## src/hdl/dtq_pkg.sv

```systemverilog
// Shared types, constants and time helpers for the deadline timer queue.
package dtq_pkg;

    localparam int NUM_TIMERS_DEF = 16;
    localparam int MAX_FIRES_DEF  = 16;
    localparam int RESULT_LIMIT   = 16;
    localparam logic [19:0] USEC_MAX     = 20'd999999;
    localparam logic [20:0] USEC_PER_SEC = 21'd1000000;
    localparam logic [31:0] SEC_MAX      = 32'hFFFF_FFFF;

    typedef enum logic [1:0] {
        OP_TICK   = 2'd0,
        OP_ARM    = 2'd1,
        OP_DISARM = 2'd2,
        OP_NONE   = 2'd3
    } t_op;

    typedef struct packed {
        logic [1:0]  op;
        logic [3:0]  timer_slot;
        logic [31:0] now_sec;
        logic [19:0] now_usec;
        logic [31:0] value_sec;
        logic [19:0] value_usec;
        logic [31:0] interval_sec;
        logic [19:0] interval_usec;
        logic        repeat_mode;
    } t_in_word;

    typedef struct packed {
        logic        fired;
        logic [3:0]  expired_slot;
        logic        last;
        logic        status;
        logic [31:0] old_remaining_sec;
        logic [19:0] old_remaining_usec;
        logic [31:0] old_interval_sec;
        logic [19:0] old_interval_usec;
    } t_out_word;

    typedef enum logic [2:0] {
        ST_IDLE,
        ST_SCAN,
        ST_FIRE,
        ST_EMIT,
        ST_NOFIRE
    } t_exec_state;

    function automatic logic [19:0] clamp_us(input logic [19:0] v);
        clamp_us = (v > USEC_MAX) ? USEC_MAX : v;
    endfunction

    function automatic logic time_lt(input logic [31:0] as, input logic [19:0] aus,
                                     input logic [31:0] bs, input logic [19:0] bus);
        time_lt = (as < bs) || ((as == bs) && (aus < bus));
    endfunction

    // a + b with microsecond carry, saturating on seconds overflow
    function automatic logic [51:0] time_add(input logic [31:0] as, input logic [19:0] aus,
                                             input logic [31:0] bs, input logic [19:0] bus);
        logic [32:0] s;
        logic [20:0] us;
        begin
            us = {1'b0, aus} + {1'b0, bus};
            s  = {1'b0, as} + {1'b0, bs};
            if (us >= USEC_PER_SEC) begin
                us = us - USEC_PER_SEC;
                s  = s + 33'd1;
            end
            if (s[32]) begin
                time_add = {SEC_MAX, USEC_MAX};
            end else begin
                time_add = {s[31:0], us[19:0]};
            end
        end
    endfunction

endpackage

```

## src/hdl/dtq_front.sv

```systemverilog
// Front end: input register, microsecond clamping and range check.
module dtq_front
    import dtq_pkg::*;
#(
    parameter int NUM_TIMERS = NUM_TIMERS_DEF
) (
    input  logic     i_clk,
    input  logic     i_rst_n,
    input  logic     i_push,
    output logic     o_full,
    input  t_in_word i_word,
    output logic     o_valid,
    output t_in_word o_word,
    output logic     o_bad_slot,
    input  logic     i_take
);
    logic     r_valid;
    t_in_word r_word;
    logic     r_bad;
    t_in_word n_word;

    always_comb begin
        n_word               = i_word;
        n_word.now_usec      = clamp_us(i_word.now_usec);
        n_word.value_usec    = clamp_us(i_word.value_usec);
        n_word.interval_usec = clamp_us(i_word.interval_usec);
        n_word.repeat_mode   = i_word.repeat_mode &
                               ((i_word.interval_sec != '0) || (i_word.interval_usec != '0));
    end

    assign o_full = r_valid;

    always_ff @(posedge i_clk) begin
        if (!i_rst_n) begin
            r_valid <= 1'b0;
        end else if (i_push && !r_valid) begin
            r_valid <= 1'b1;
        end else if (i_take) begin
            r_valid <= 1'b0;
        end
        if (i_push && !r_valid) begin
            r_word <= n_word;
            r_bad  <= ({3'b0, i_word.timer_slot} >= 7'(NUM_TIMERS));
        end
    end

    assign o_valid    = r_valid;
    assign o_word     = r_word;
    assign o_bad_slot = r_bad;
endmodule

```

## src/hdl/dtq_exec.sv

```systemverilog
// Back end: slot store, overdue scan, firing and result register.
module dtq_exec
    import dtq_pkg::*;
#(
    parameter int NUM_TIMERS = NUM_TIMERS_DEF,
    parameter int MAX_FIRES  = MAX_FIRES_DEF
) (
    input  logic      i_clk,
    input  logic      i_rst_n,
    input  logic      i_valid,
    input  t_in_word  i_word,
    input  logic      i_bad_slot,
    output logic      o_take,
    output logic      o_empty,
    output t_out_word o_word,
    input  logic      i_pop
);
    localparam int SW = $clog2(NUM_TIMERS);
    localparam int LIM = (MAX_FIRES < RESULT_LIMIT) ? MAX_FIRES : RESULT_LIMIT;
    localparam int CW = $clog2(LIM + 1);

    t_exec_state r_state, n_state;
    logic [NUM_TIMERS-1:0] r_active, r_rep;
    logic [31:0] r_dl_s [NUM_TIMERS];
    logic [19:0] r_dl_us [NUM_TIMERS];
    logic [31:0] r_rl_s [NUM_TIMERS];
    logic [19:0] r_rl_us [NUM_TIMERS];
    logic [31:0] r_cur_s;
    logic [19:0] r_cur_us;
    logic [SW:0] r_idx;
    logic        r_found;
    logic [SW-1:0] r_best;
    logic [SW-1:0] r_pend;
    logic [CW-1:0] r_cnt;
    logic        r_ovalid;
    t_out_word   r_out;
    t_out_word   n_out;

    logic [SW-1:0] idx;
    logic [SW-1:0] slot;
    logic          cand;
    logic          stall;
    logic          scan_end;
    logic          cap_hit;
    logic          load;

    assign idx      = r_idx[SW-1:0];
    assign slot     = SW'(i_word.timer_slot);
    assign stall    = r_ovalid && !i_pop;
    assign scan_end = (r_idx == (SW+1)'(NUM_TIMERS - 1));
    assign cap_hit  = (r_cnt == CW'(LIM));
    assign cand     = r_active[idx] &&
                      !time_lt(r_cur_s, r_cur_us, r_dl_s[idx], r_dl_us[idx]) &&
                      (!r_found || time_lt(r_dl_s[idx], r_dl_us[idx],
                                           r_dl_s[r_best], r_dl_us[r_best]));

    // A fire word waits in r_pend until the following scan, or reaching the cap, tells whether it is last.
    always_comb begin
        n_state = r_state;
        o_take  = 1'b0;
        load    = 1'b0;
        case (r_state)
            ST_IDLE: begin
                if (i_valid && !stall) begin
                    o_take = 1'b1;
                    if (t_op'(i_word.op) == OP_TICK) begin
                        n_state = ST_SCAN;
                    end else begin
                        load = 1'b1;
                    end
                end
            end
            ST_SCAN: begin
                if (scan_end) begin
                    if (r_cnt != '0) begin
                        n_state = ST_EMIT;
                    end else if (r_found || cand) begin
                        n_state = ST_FIRE;
                    end else begin
                        n_state = ST_NOFIRE;
                    end
                end
            end
            ST_FIRE: n_state = (r_cnt == CW'(LIM - 1)) ? ST_EMIT : ST_SCAN;
            ST_EMIT: begin
                if (!stall) begin
                    load    = 1'b1;
                    n_state = (r_found && !cap_hit) ? ST_FIRE : ST_IDLE;
                end
            end
            ST_NOFIRE: begin
                if (!stall) begin
                    load    = 1'b1;
                    n_state = ST_IDLE;
                end
            end
            default: n_state = ST_IDLE;
        endcase
    end

    always_comb begin
        n_out      = '0;
        n_out.last = 1'b1;
        case (r_state)
            ST_IDLE: begin
                case (t_op'(i_word.op))
                    OP_ARM: begin
                        n_out.status = i_bad_slot;
                        if (!i_bad_slot) begin
                            n_out.old_interval_sec  = r_rl_s[slot];
                            n_out.old_interval_usec = r_rl_us[slot];
                            if (r_active[slot] && time_lt(r_cur_s, r_cur_us,
                                    r_dl_s[slot], r_dl_us[slot])) begin
                                if (r_dl_us[slot] >= r_cur_us) begin
                                    n_out.old_remaining_usec = r_dl_us[slot] - r_cur_us;
                                    n_out.old_remaining_sec  = r_dl_s[slot] - r_cur_s;
                                end else begin
                                    n_out.old_remaining_usec = 20'(
                                        {1'b0, r_dl_us[slot]} + USEC_PER_SEC
                                        - {1'b0, r_cur_us});
                                    n_out.old_remaining_sec =
                                        r_dl_s[slot] - r_cur_s - 32'd1;
                                end
                            end
                        end
                    end
                    OP_DISARM: n_out.status = i_bad_slot || !r_active[slot];
                    default: ;
                endcase
            end
            ST_EMIT: begin
                n_out.fired        = 1'b1;
                n_out.expired_slot = 4'(r_pend);
                // last when the cap is hit or the rescan found nothing
                n_out.last         = cap_hit || !r_found;
            end
            default: ;
        endcase
    end

    always_ff @(posedge i_clk) begin
        if (!i_rst_n) begin
            r_state  <= ST_IDLE;
            r_active <= '0;
            r_rep    <= '0;
            r_cur_s  <= '0;
            r_cur_us <= '0;
            r_ovalid <= 1'b0;
            r_idx    <= '0;
            r_found  <= 1'b0;
            r_cnt    <= '0;
            for (int i = 0; i < NUM_TIMERS; i++) begin
                r_rl_s[i]  <= '0;
                r_rl_us[i] <= '0;
            end
        end else begin
            r_state <= n_state;
            if (load) begin
                r_ovalid <= 1'b1;
            end else if (i_pop) begin
                r_ovalid <= 1'b0;
            end
            case (r_state)
                ST_IDLE: begin
                    if (o_take) begin
                        r_idx   <= '0;
                        r_found <= 1'b0;
                        r_cnt   <= '0;
                        case (t_op'(i_word.op))
                            OP_TICK: begin
                                r_cur_s  <= i_word.now_sec;
                                r_cur_us <= i_word.now_usec;
                            end
                            OP_ARM: begin
                                if (!i_bad_slot) begin
                                    r_rl_s[slot]  <= i_word.interval_sec;
                                    r_rl_us[slot] <= i_word.interval_usec;
                                    r_rep[slot]   <= i_word.repeat_mode;
                                    {r_dl_s[slot], r_dl_us[slot]} <= time_add(r_cur_s,
                                        r_cur_us, i_word.value_sec, i_word.value_usec);
                                    r_active[slot] <= 1'b1;
                                end
                            end
                            OP_DISARM: begin
                                if (!i_bad_slot) begin
                                    r_active[slot] <= 1'b0;
                                    r_rep[slot]    <= 1'b0;
                                end
                            end
                            default: ;
                        endcase
                    end
                end
                ST_SCAN: begin
                    if (cand) begin
                        r_found <= 1'b1;
                        r_best  <= idx;
                    end
                    r_idx <= r_idx + (SW+1)'(1);
                end
                ST_FIRE: begin
                    if (r_rep[r_best]) begin
                        {r_dl_s[r_best], r_dl_us[r_best]} <= time_add(r_dl_s[r_best],
                            r_dl_us[r_best], r_rl_s[r_best], r_rl_us[r_best]);
                    end else begin
                        r_active[r_best] <= 1'b0;
                    end
                    r_pend  <= r_best;
                    r_cnt   <= r_cnt + CW'(1);
                    r_idx   <= '0;
                    r_found <= 1'b0;
                end
                default: ;
            endcase
        end
    end

    always_ff @(posedge i_clk) begin
        if (load) begin
            r_out <= n_out;
        end
    end

    assign o_empty = !r_ovalid;
    assign o_word  = r_out;

`ifndef SYNTHESIS
    a_nofire_last: assert property (@(posedge i_clk) disable iff (!i_rst_n)
        (!o_empty && !o_word.fired) |-> o_word.last) else $error("non-fire word not last");
    a_fire_ok: assert property (@(posedge i_clk) disable iff (!i_rst_n)
        (!o_empty && o_word.fired) |-> (o_word.status == 1'b0)) else $error("fire status");
    a_cnt_cap: assert property (@(posedge i_clk) disable iff (!i_rst_n)
        r_cnt <= CW'(LIM)) else $error("fire count over cap");
    a_out_hold: assert property (@(posedge i_clk) disable iff (!i_rst_n)
        (r_ovalid && !i_pop) |=> (r_ovalid && $stable(r_out)))
        else $error("waiting word changed");
`endif
endmodule

```

## src/hdl/deadline_timer_queue_top.sv

```systemverilog
// Top level of the deadline timer queue.
// A bank of timer slots driven by tick, arm and disarm words. A front register
// accepts a word (full is high while it holds one) and frees itself when the
// back end takes the word; the back end takes a word only while it is idle and
// no result word waits unread. A tick scans the slots one per cycle and rescans
// after every firing that does not reach the cap, to find the next overdue slot
// and to decide whether the previous fire word is the last one. A result word
// that waits unread holds the back end. Results are read from a queue-style port.
module deadline_timer_queue_top
    import dtq_pkg::*;
#(
    parameter int NUM_TIMERS         = NUM_TIMERS_DEF,
    parameter int MAX_FIRES_PER_TICK = MAX_FIRES_DEF
) (
    input  logic      i_clk,
    input  logic      i_rst_n,
    input  logic      push,
    output logic      full,
    input  t_in_word  i_in,
    output logic      empty,
    input  logic      pop,
    output t_out_word o_out
);
    logic     fr_valid, fr_bad, take;
    t_in_word fr_word;

    dtq_front #(.NUM_TIMERS(NUM_TIMERS)) u_front (
        .i_clk, .i_rst_n, .i_push(push), .o_full(full), .i_word(i_in),
        .o_valid(fr_valid), .o_word(fr_word), .o_bad_slot(fr_bad), .i_take(take)
    );

    dtq_exec #(.NUM_TIMERS(NUM_TIMERS), .MAX_FIRES(MAX_FIRES_PER_TICK)) u_exec (
        .i_clk, .i_rst_n, .i_valid(fr_valid), .i_word(fr_word), .i_bad_slot(fr_bad),
        .o_take(take), .o_empty(empty), .o_word(o_out), .i_pop(pop)
    );
endmodule

```

## config.mk

```make
export PLATFORM = sky130hd
export DESIGN_NAME = deadline_timer_queue_top
export DESIGN_NICKNAME = d
export VERILOG_FILES = /design/src/hdl/dtq_pkg.sv /design/src/hdl/dtq_front.sv /design/src/hdl/dtq_exec.sv /design/src/hdl/deadline_timer_queue_top.sv
export SDC_FILE = /design/constraint.sdc
export NUM_CORES = 2
export LEC_CHECK = 0
export BUFFER_PORTS_ARGS = -buffer_cell sky130_fd_sc_hd__clkbuf_2
export CORE_MARGIN = 5
export CORE_UTILIZATION = 30
export CTS_BUF_LIST = sky130_fd_sc_hd__clkbuf_4 sky130_fd_sc_hd__clkbuf_8 sky130_fd_sc_hd__clkbuf_16
export DETAILED_ROUTE_END_ITERATION = 16
export PLACE_DENSITY_LB_ADDON = 0.08
export SYNTH_ARGS = -nofsm -noshare
export SYNTH_HDL_FRONTEND = slang
export SYNTH_SLANG_ARGS = --single-unit
```

## constraint.sdc

```tcl
create_clock -name i_clk -period 9.3 [get_ports i_clk]
set_input_delay 0.93 -clock i_clk [delete_from_list [all_inputs] [get_ports i_clk]]
set_output_delay 0.93 -clock i_clk [all_outputs]
set_load 0.005 [all_outputs]
```

==> impl_metrics.csv <==
group,metric,value,unit
timing,finalCritPeriodShare,0.901,
timing,worst_slew_pin_slew,1.49,ns
synthesis,synth_cells,9038,
run,drv_cap,1,
timing,grt_setup_unrepaired,"no",
die,dieArea,430000,µm²
die,initial_core_util,0.301,
synthesis,avgSynthCellArea,13.8,µm²
die,rows,237,
clock_network,clkTransAtPathRegs,0.06,ns
setup_path,crit_required,9.89,ns
synthesis,synth_area,125000,µm²
clock_network,ctsRootBufferMaster,"clkbuf_16",
routing,post_drt_wl_per_cell,38.8,µm
pwr,leakagePower,48.3,nW
pwr,max-vdd-ir-drop,140,µV
timing,slew_headroom,0.000747,
die,dieHeight,656,µm
synthesis,synth.distinct_cells,94,
clock_network,post_cts_buffers,0,
setup_path,cp.arrival,8.96,ns
die,coreArea,416000,µm²
synthesis,synth_top_area_cell,"edfxtp_1",
grt,grt_pass1_vias,90700,
clock_network,cts_made_buffers,270,
setup_path,cp_max_fo,28,
grt,antenna_found_initial,46,
clock_network,cts_resized,0,
routing,drtPass1Iterations,5,
synthesis,seq_area_frac_synth,0.484,
synthesis,async_reset_ff_frac,0,
placement,dp_hpwl,350000,µm
grt,grt_max_degree,113,
synthesis,ys_top_cells_by_area,"edfxtp_1 (47%), mux4_2 (24%), and2_1 (4.7%), o22ai_1 (3.2%), ha_1 (3.0%)",
routing,drc,0,
clock_network,cts_tree,"done",
routing,vias_per_cell,6.15,
final_layout,area_delta_synth_final,13.8,%
routing,postRouteAntennaNets,0,
grt,grt_pass1_wl,777000,µm
synthesis,synth_warnings,0,
die,fp.dieW,656,µm
grt,overflow,0,
final_layout,fillers,40200,
timing,tns,0,ns
placement,numPortBuffers,279,
clock_network,htreeDepth,5,
min_path,hold_class,"input pin to register",
status,status,"finished, violations left",
placement,finalWeightedCongestion,0.868,
timing,fin_crit,8.38,ns
synthesis,synth_edf_count,1946,
synthesis,synth_seq_cells,2050,
synthesis,syn_nets,9521,
routing,drt_iter0_drc,11600,
die,ios,280,
clock_network,clockBufferDepth,4,
final_layout,fin_nets,9522,
timing,finalMaxSlewViolations,0,
grt,grt_usage,0.257,
setup_path,critPathKind,"register to register",
timing,finClkSkew,0.0490,ns
clock_network,clock_sink_count,2050,
routing,wl,572000,µm
clock_network,clk_latency,0.94,ns
clock_network,hold_buffers,0,
synthesis,ys.flop_type,"edfxtp_1",
timing,finalSetupViolCount,0,
final_layout,drive_above_1_share,0.277,
timing,timing.fmax,0.119,GHz
timing,hold_ws,0.186,ns
timing,final-hold-violation-count,0,
synthesis,synth_top_area_frac,0.467,
setup_path,crit_path_end_kind,"register",
setup_path,startpoint_type,"register",
status,violations,"capacitance limit",
pwr,p_per_area,190,nW/µm²
routing,vias,90600,
==> synthesized netlist by cell type, types with 110 or more instances <==
cell type and n:
a21o_1 111, o221ai_1 142, o22ai_1 639, nand2_1 359
mux4_2 1315, inv_1 249, nor2_1 305, o21ai_0 158
ha_1 297, xnor2_1 139, edfxtp_1 1946, and2_1 938
buf_1 110, clkbuf_1 688, a21oi_1 216
==> power breakdown <==
part	total (mW)	leakage [nW]	internal, mW	switching [mW]
combinational	5.78	24.1	2.06	3.72
clock	10.4	4.25	6.06	4.36
sequential	10.8	19.9	10.5	0.317
total	27.0	48.3	18.6	8.40
==> final cells by class <==
cell class	count	area (µm²)	area share
Inverter	249	935	0.00656
Sequential cell	2050	60500	0.425
Clock inverter	130	1080	0.00759
Tap cell	5497	6880	0.0483
Timing Repair Buffer	601	4350	0.0305
Multi-Input combinational cell	5867	61100	0.429
Clock buffer	341	7440	0.0523
Antenna cell	10	25.0	0.000176
==> placed cells by master (no fill, tap or decap), types with 27 or more instances in the layout <==
| cell | netlist | routed |
|---|---|---|
| and2_1 | 938 | 937 |
| clkbuf_16 | 0 | 278 |
| ha_1 | 297 | 297 |
| nor2_1 | 305 | 281 |
| a21o_1 | 111 | 111 |
| and3_1 | 40 | 40 |
| nand4_1 | 73 | 73 |
| a21boi_0 | 87 | 87 |
| nor3_1 | 108 | 106 |
| dfxtp_1 | 104 | 96 |
| o21ai_0 | 158 | 142 |
| a21oi_1 | 216 | 200 |
| o22ai_1 | 639 | 639 |
| nand3_1 | 100 | 94 |
| buf_12 | 0 | 42 |
| xnor2_1 | 139 | 133 |
| a21oi_2 | 27 | 27 |
| nand2_1 | 359 | 330 |
| clkbuf_4 | 0 | 61 |
| o211ai_1 | 63 | 63 |
| clkbuf_2 | 1 | 278 |
| clkinv_1 | 0 | 55 |
| o21a_1 | 34 | 34 |
| a31oi_1 | 30 | 30 |
| nand2b_1 | 72 | 72 |
| inv_1 | 249 | 249 |
| a211oi_1 | 30 | 30 |
| o221ai_1 | 142 | 142 |
| clkinv_2 | 0 | 32 |
| buf_4 | 16 | 280 |
| edfxtp_1 | 1946 | 1946 |
| mux4_2 | 1315 | 1315 |
| nor2b_1 | 66 | 65 |
| xor2_1 | 83 | 83 |
| or3_1 | 28 | 27 |
| nand2_4 | 0 | 27 |
| nor4_1 | 43 | 42 |
==> path summary, 6_finish.rpt <==
path | endpoint | slack (ns) | startpoint | depth (start not counted)
max | u_exec.r_dl_s[142] | 0.92 | u_exec.r_best[0] | 20
min | u_front.o_word[155] | 0.19 | i_in[155] | 1
max reg2reg | u_exec.r_dl_s[142] | 0.92 | u_exec.r_best[0] | 20
min reg2reg | u_exec.r_rep[12] | 0.49 | u_exec.r_rep[12] | 2
==> flip-flops by register name, indices dropped and copies added (netlist names), named ones only <==
register / count
u_exec.r_best: 4
u_exec.o_word: 111
u_exec.r_rep: 16
u_exec.r_idx: 5
u_exec.r_pend: 4
u_exec.r_rl_s: 512
u_exec.r_state: 3
u_front.o_word: 163
u_exec.r_dl_us: 320
u_exec.r_rl_us: 320
u_front.o_full: 1
u_exec.r_dl_s: 512
u_exec.r_cur_us: 20
u_exec.r_ovalid: 1
u_exec.r_cur_s: 32
u_exec.r_cnt: 5
u_exec.r_found: 1
==> metrics by stage <==
step	util	worst slack [ns]	instance area, µm²	cells	power, mW
6_report	0.342	0.923	142000	14700	27.0
5_1_grt	0.342	0.528	142000	14700	28.0
4_1_cts	0.342	0.959	142000	14700	27.2
3_5_place_dp	0.322	0.992	134000	14300	16.8
3_3_place_gp	0.322	0.946	134000	14300	16.8
2_1_floorplan	-	0.620	125000	9038	14.5
==> layer usage <==
layer,GRT usage,part of all wire
met1,0.345,0.41
met2,0.416,0.47
met3,0.0512,0.086
met4,0.0842,0.038
met5,0,0.000084
==> worst max-delay path, stage by stage (launching register included) <==
cell	delay (ns)
edfxtp_1	0.83
buf_4	0.37
buf_12	0.29
buf_4	0.32
mux4_2	0.55
mux4_2	0.67
ha_1	0.33
a211oi_1	0.42
nor2_1	0.12
a2111oi_0	0.65
o31ai_1	0.27
xor2_1	0.44
o31ai_1	0.16
nor4_2	0.31
buf_4	0.19
nand4b_1	0.19
a31o_2	0.32
or3_4	0.47
buf_12	0.24
a31oi_4	0.47
o221ai_1	0.32
==> logic make-up (layout without fill, tap and decap cells) <==
group | after synthesis | after routing | synth area share
adder cells (fa/ha/maj) | 316 | 316 | 0.0327
XOR/XNOR | 222 | 222 | 0.0155
buffers and inverters | 1121 | 1321 | 0.0349
multiplexers | 1346 | 1346 | 0.239
flip-flops | 2050 | 2050 | 0.484
AND/OR/NAND/NOR | 2243 | 2243 | 0.0984
AO/OA/AOI/OAI | 1740 | 1740 | 0.0953
other | 0 | 10 | 0
Note: power is estimated with default switching activity, not from simulation.
